**src/rtl/lazy_mod_range_multiply_sum_tree_macros.svh**
```systemverilog
// Assertion macros for the modular range multiply / range sum block.
`ifndef LAZY_MOD_RANGE_MULTIPLY_SUM_TREE_MACROS_SVH
`define LAZY_MOD_RANGE_MULTIPLY_SUM_TREE_MACROS_SVH

// Same-cycle implication, sampled on clk, off during reset.
`define LMRMS_ASSERT_NOW(lbl, ante, cons) \
    lbl: assert property (@(posedge clk) disable iff (!rst_n) (ante) |-> (cons)) \
        else $error("same-cycle check failed");

// Next-cycle implication.
`define LMRMS_ASSERT_NEXT(lbl, ante, cons) \
    lbl: assert property (@(posedge clk) disable iff (!rst_n) (ante) |=> (cons)) \
        else $error("next-cycle check failed");

`endif

```
**src/rtl/lmrms_pkg.sv**
```systemverilog
// Shared constants for the modular range multiply / range sum block.
`timescale 1ns / 1ps
package lmrms_pkg;
    localparam int VAL_W  = 30;
    localparam int IDX_W  = 11;
    localparam int ADDR_W = 10;
    localparam int DEPTH  = 1024;
    localparam int CNT_W  = 5;

    localparam logic [VAL_W-1:0] PRIME    = 30'd1000000007;
    localparam logic [IDX_W-1:0] MAX_LEN  = 11'd1024;

    localparam logic [1:0] CMD_ASSIGN = 2'd0;
    localparam logic [1:0] CMD_MUL    = 2'd1;
    localparam logic [1:0] CMD_QUERY  = 2'd2;
    localparam logic [1:0] CMD_NONE   = 2'd3;
endpackage

```
**src/rtl/lmrms_mulmod.sv**
```systemverilog
// Bit-serial modular multiplier: a doubling phase and a conditional-add phase per multiplier bit.
`timescale 1ns / 1ps
module lmrms_mulmod
(
    input  logic                          clk,
    input  logic                          rst_n,
    input  logic                          start,
    input  logic [lmrms_pkg::VAL_W-1:0]   a,
    input  logic [lmrms_pkg::VAL_W-1:0]   b,
    output logic                          done,
    output logic [lmrms_pkg::VAL_W-1:0]   product
);
    logic                          busy_reg;
    logic                          phase_reg;
    logic                          done_reg;
    logic [lmrms_pkg::CNT_W-1:0]   cnt_reg;
    logic [lmrms_pkg::VAL_W-1:0]   acc_reg;
    logic [lmrms_pkg::VAL_W-1:0]   a_reg;
    logic [lmrms_pkg::VAL_W-1:0]   b_reg;
    logic [lmrms_pkg::VAL_W:0]     sum_wide;
    logic [lmrms_pkg::VAL_W:0]     sum_red;
    logic [lmrms_pkg::VAL_W-1:0]   acc_next;

    // double on phase 0, conditional add on phase 1
    always_comb
    begin
        if (!phase_reg)
        begin
            sum_wide = {acc_reg, 1'b0};
        end
        else
        begin
            sum_wide = {1'b0, acc_reg} + {1'b0, (b_reg[lmrms_pkg::VAL_W-1] ? a_reg : '0)};
        end
        sum_red = sum_wide - {1'b0, lmrms_pkg::PRIME};
        acc_next = (sum_wide >= {1'b0, lmrms_pkg::PRIME}) ? sum_red[lmrms_pkg::VAL_W-1:0]
                                                          : sum_wide[lmrms_pkg::VAL_W-1:0];
    end

    always_ff @(posedge clk or negedge rst_n)
    begin
        if (!rst_n)
        begin
            busy_reg  <= 1'b0;
            phase_reg <= 1'b0;
            done_reg  <= 1'b0;
            cnt_reg   <= '0;
        end
        else
        begin
            done_reg <= 1'b0;
            if (start)
            begin
                busy_reg  <= 1'b1;
                phase_reg <= 1'b0;
                cnt_reg   <= '0;
            end
            else if (busy_reg)
            begin
                phase_reg <= ~phase_reg;
                if (phase_reg)
                begin
                    cnt_reg <= cnt_reg + 1'b1;
                    if (cnt_reg == lmrms_pkg::CNT_W'(lmrms_pkg::VAL_W - 1))
                    begin
                        busy_reg <= 1'b0;
                        done_reg <= 1'b1;
                    end
                end
            end
        end
    end

    always_ff @(posedge clk)
    begin
        if (start)
        begin
            acc_reg <= '0;
            a_reg   <= a;
            b_reg   <= b;
        end
        else if (busy_reg)
        begin
            acc_reg <= acc_next;
            if (phase_reg)
            begin
                b_reg <= {b_reg[lmrms_pkg::VAL_W-2:0], 1'b0};
            end
        end
    end

    assign done    = done_reg;
    assign product = acc_reg;
endmodule

```
**config.mk**
```make
export PLATFORM = sky130hd
export DESIGN_NAME = lmrms_mulmod
export DESIGN_NICKNAME = d
export VERILOG_FILES = /design/src/rtl/lazy_mod_range_multiply_sum_tree_macros.svh /design/src/rtl/lmrms_pkg.sv /design/src/rtl/lmrms_mulmod.sv
export SDC_FILE = /design/constraint.sdc
export NUM_CORES = 1
export LEC_CHECK = 0
export ABC_AREA = 1
export BUFFER_PORTS_ARGS = -buffer_cell sky130_fd_sc_hd__clkbuf_2
export CAP_MARGIN = 20
export CORE_ASPECT_RATIO = 1.1
export CORE_MARGIN = 10
export CORE_UTILIZATION = 60
export CTS_CLUSTER_DIAMETER = 30
export DETAILED_ROUTE_END_ITERATION = 8
export PLACE_DENSITY = 0.87
export RECOVER_POWER = 50
export REMOVE_ABC_BUFFERS = 1
export SLEW_MARGIN = 25
export SYNTH_ARGS = -nofsm -noshare
export SYNTH_HDL_FRONTEND = slang
export SYNTH_SLANG_ARGS = --single-unit
```
**constraint.sdc**
```tcl
create_clock -name clk -period 6.48 [get_ports clk]
set_clock_uncertainty 0.1 [all_clocks]
set_input_delay 0.972 -clock clk [delete_from_list [all_inputs] [get_ports clk]]
set_output_delay 0.972 -clock clk [all_outputs]
set_load 0.02 [all_outputs]
```
==> results.md <==
- Die Wd: 134.0 um
- Via Count: 8976
- Final #Nets: 1581
- Crit path required time: 6.63 ns
- XOR/XNOR Fraction of Synth Area: 0.01634
- Mapped Area: 8574 um^2
- Fmax: 193.5 MHz
- Compound-Gate Fraction of Synth Area: 0.03633
- CTS Buffer Depth: 2
- Multiplexer area fraction after synthesis: 0
- Clock Sinks: 98
- Tcrit/Tclk final: 0.7974
- Hold-fix buffers at CTS: 0
- HPWL after DPL: 19400 um
- Cts bufs inserted: 9
- Yosys top cell area share: 0.2622
- Cts repair resizes: 0
- H-tree depth: 3
- Core area: 13910 um^2
- Layout area overhead: 9.996%
- Post-synth cell types: 43
- Fin. max-slew vios: 66
- Share of layout cells above drive strength 1: 0.1068
- # diodes: 0
- Worst-skew pair later-pin latency: 0.36 ns
- Crit path launch type: primary input
- TritonCTS clock tree: done
- Pwr per Cell Area: 247.9 nW/um^2
- Placed Area: 9156 um^2
- CP Max Fanout: 65
- Crit path cell chain: clkbuf_1 -> clkbuf_1 -> nor2_1 -> nand2_1 -> nand2_1
- Post-CTS setup buffers: 0
- Die H: 145.4 um
- GPL Wtd Cong: 1.037
- Final setup viols: 0
- Setup TNS: 0 ns
- CP endpoint kind: flop
- EDFF count, synth: 60
- Post-Synth Adder-Cell Area: 0.05049
- # rows: 45
- IO Count: 94
- CP Class: primary input to flop
- Starting DRT DRC Count: 1014
- Fill cells: 1361
- DIE AREA: 19480 um^2
- Port Buffers: 93
- Mean Syn Cell Area: 6.090 um^2
- Vias per cell: 5.352
- Final instance area: 9432 um^2
- Synth warnings: 0
- Slowest CP cell: clkbuf_1
- Initial antenna violation count: 0
- WL/cell: 14.82 um
- TritonRoute pass-1 iters: 7
- Mapped Cells: 1408
- First-pass GRT wire length: 41010 um
- Critical R2R Launch: b_reg[29]$_DFFE_PP_
- HP Class: primary input to async pin
- Max incr delay on CP: 2.21 ns
- Final wirelength: 24850 um
- Slew HR: -1.017
- VDD IR max: 0.0002516 V
- Grt total ovfl: 0
- Main synth FF type: edfxtp_1
- Outcome: finished, violations left
- Unrepaired setup endpoints after global routing: false
- Setup crit start: start
- All-Layer GR Usage: 0.2547
- DRC violations left: 0
- Final Hold Viols: 0
- Synth Area in Simple Gates: 0.4649
- Proportion of synthesized chip area in sequential cells: 0.3035
- Root Driver: clkbuf_16
- Routed Antenna Nets: 0
- Violated checks: capacitance limit, slew limit
- CTS clk-pin slew, worst paths: 0.07 ns
- Slew @ Worst Pin: 3.026 ns
- Vias in the first global route: 8337
- Seq cells post-synth: 98
- Area contributors post-synth: nand2_1, edfxtp_1, inv_1
- Leakage Power: 5.434 nW
- Worst path arrival time: 5.32 ns
- Asr flop ratio synth: 0.08163
- Largest net degree at the start of global routing: 66
- Max Cap Violations: 1
- Largest family of logic cells by synthesized area: simple AND/OR/NAND/NOR gates
- Cell taking the most area after synthesis: nand2_1
- Initial core utilization: 0.6166
- Tmin final: 5.167 ns
cell usage after synthesis (3+ instances only):
library cell / number
edfxtp_1: 60
ha_1: 33
inv_2: 11
and2_1: 9
nor2_1: 88
buf_1: 5
nand4_1: 36
xor2_1: 15
dfrtp_1: 8
nor2_4: 5
o21ai_0: 6
clkbuf_1: 18
nor3_1: 6
or2_2: 4
nand2_1: 599
inv_1: 234
nor2_2: 12
a21oi_1: 41
nand3_1: 128
dfxtp_1: 30
o21ai_2: 3
nand3_2: 7
nand2_2: 19
buf_2: 7
layout by cell type (no fill, tap or decap), types with 2 or more instances in the layout:
| cell type | Yosys | final |
|---|---|---|
| nand2_1 | 599 | 599 |
| inv_1 | 234 | 234 |
| nand3_1 | 128 | 128 |
| nor2_1 | 88 | 88 |
| clkbuf_2 | 0 | 70 |
| edfxtp_1 | 60 | 60 |
| a21oi_1 | 41 | 41 |
| nand4_1 | 36 | 36 |
| ha_1 | 33 | 33 |
| dfxtp_1 | 30 | 30 |
| clkbuf_1 | 18 | 24 |
| nand2_2 | 19 | 19 |
| xor2_1 | 15 | 15 |
| nor2_2 | 12 | 12 |
| inv_2 | 11 | 11 |
| and2_1 | 9 | 9 |
| clkbuf_16 | 0 | 9 |
| dfrtp_1 | 8 | 8 |
| nand3_2 | 7 | 7 |
| o21ai_0 | 6 | 6 |
| nor3_1 | 6 | 6 |
| buf_4 | 2 | 6 |
| nor2_4 | 5 | 5 |
| or2_2 | 4 | 4 |
| o21ai_2 | 3 | 3 |
| clkinv_1 | 2 | 2 |
| o21bai_1 | 2 | 2 |
| nand3b_1 | 2 | 2 |
| clkinvlp_4 | 0 | 2 |
| inv_8 | 0 | 2 |
kinds of logic after synthesis:
kind of cell	count (synthesis)
flops	98
fa+ha+maj	34
buf+inv	282
xor+xnor	16
compound gates	57
simple gates	921
area by class of cell:
cell class	instances	area [um^2]	area share
Clock buffer	9	225.2	0.02388
Tap cell	188	235.2	0.02494
Timing Repair Buffer	100	485.5	0.05147
Multi-Input combinational cell	1028	4871	0.5164
Inverter	247	927.1	0.09830
Clock inverter	7	85.08	0.009021
Sequential cell	98	2603	0.2759
metrics by stage:
step / hold WS, ns / worst slack [ns] / power [mW] / instances / util
detailed placement: 0.3960 / 1.863 / 1.764 / 1661 / 0.6584
finish: 0.4101 / 1.313 / 2.339 / 1677 / 0.6782
CTS: 0.3439 / 1.811 / 2.330 / 1677 / 0.6807
floorplan: 0.3869 / 2.167 / 1.489 / 1373 / -
global placement: 0.3949 / 1.886 / 1.749 / 1661 / 0.6584
global route: 0.4320 / 0.7941 / 2.495 / 1677 / 0.6782
worst max-delay path: cells and delay by family:
family | cells | cell delay [ns]
buffers and inverters | 2 | 3.13
AND/OR/NAND/NOR | 3 | 1.18
where the power goes:
group	total, mW	switching (mW)	internal, mW
Clock	0.563	0.257	0.307
Sequential	0.814	0.0734	0.741
Combinational	0.961	0.655	0.306
final timing paths:
path / endpoint / slack (ns) / cells after the start
setup / recovery: product[4]$_SDFFE_PP0P_ / 1.31 / 5
hold / removal: cnt_reg[0]$_DFFE_PN0P_ / 0.41 / 1
setup reg to reg: product[29]$_SDFFE_PP0P_ / 1.70 / 25
hold reg to reg: product[2]$_SDFFE_PP0P_ / 0.41 / 2
max in group asynchronous: phase_reg$_DFFE_PN0P_ / 5.59 / 1
min in group clk: product[2]$_SDFFE_PP0P_ / 0.41 / 2
routing by layer:
metal	track usage	up-vias	part of all wire
li1	-	4510	-
met1	0.3316	4040	0.42
met2	0.4214	382	0.47
met3	0.04862	44	0.085
met4	0.06645	0	0.019
met5	0	-	0
(Power assumes the default switching activity.)
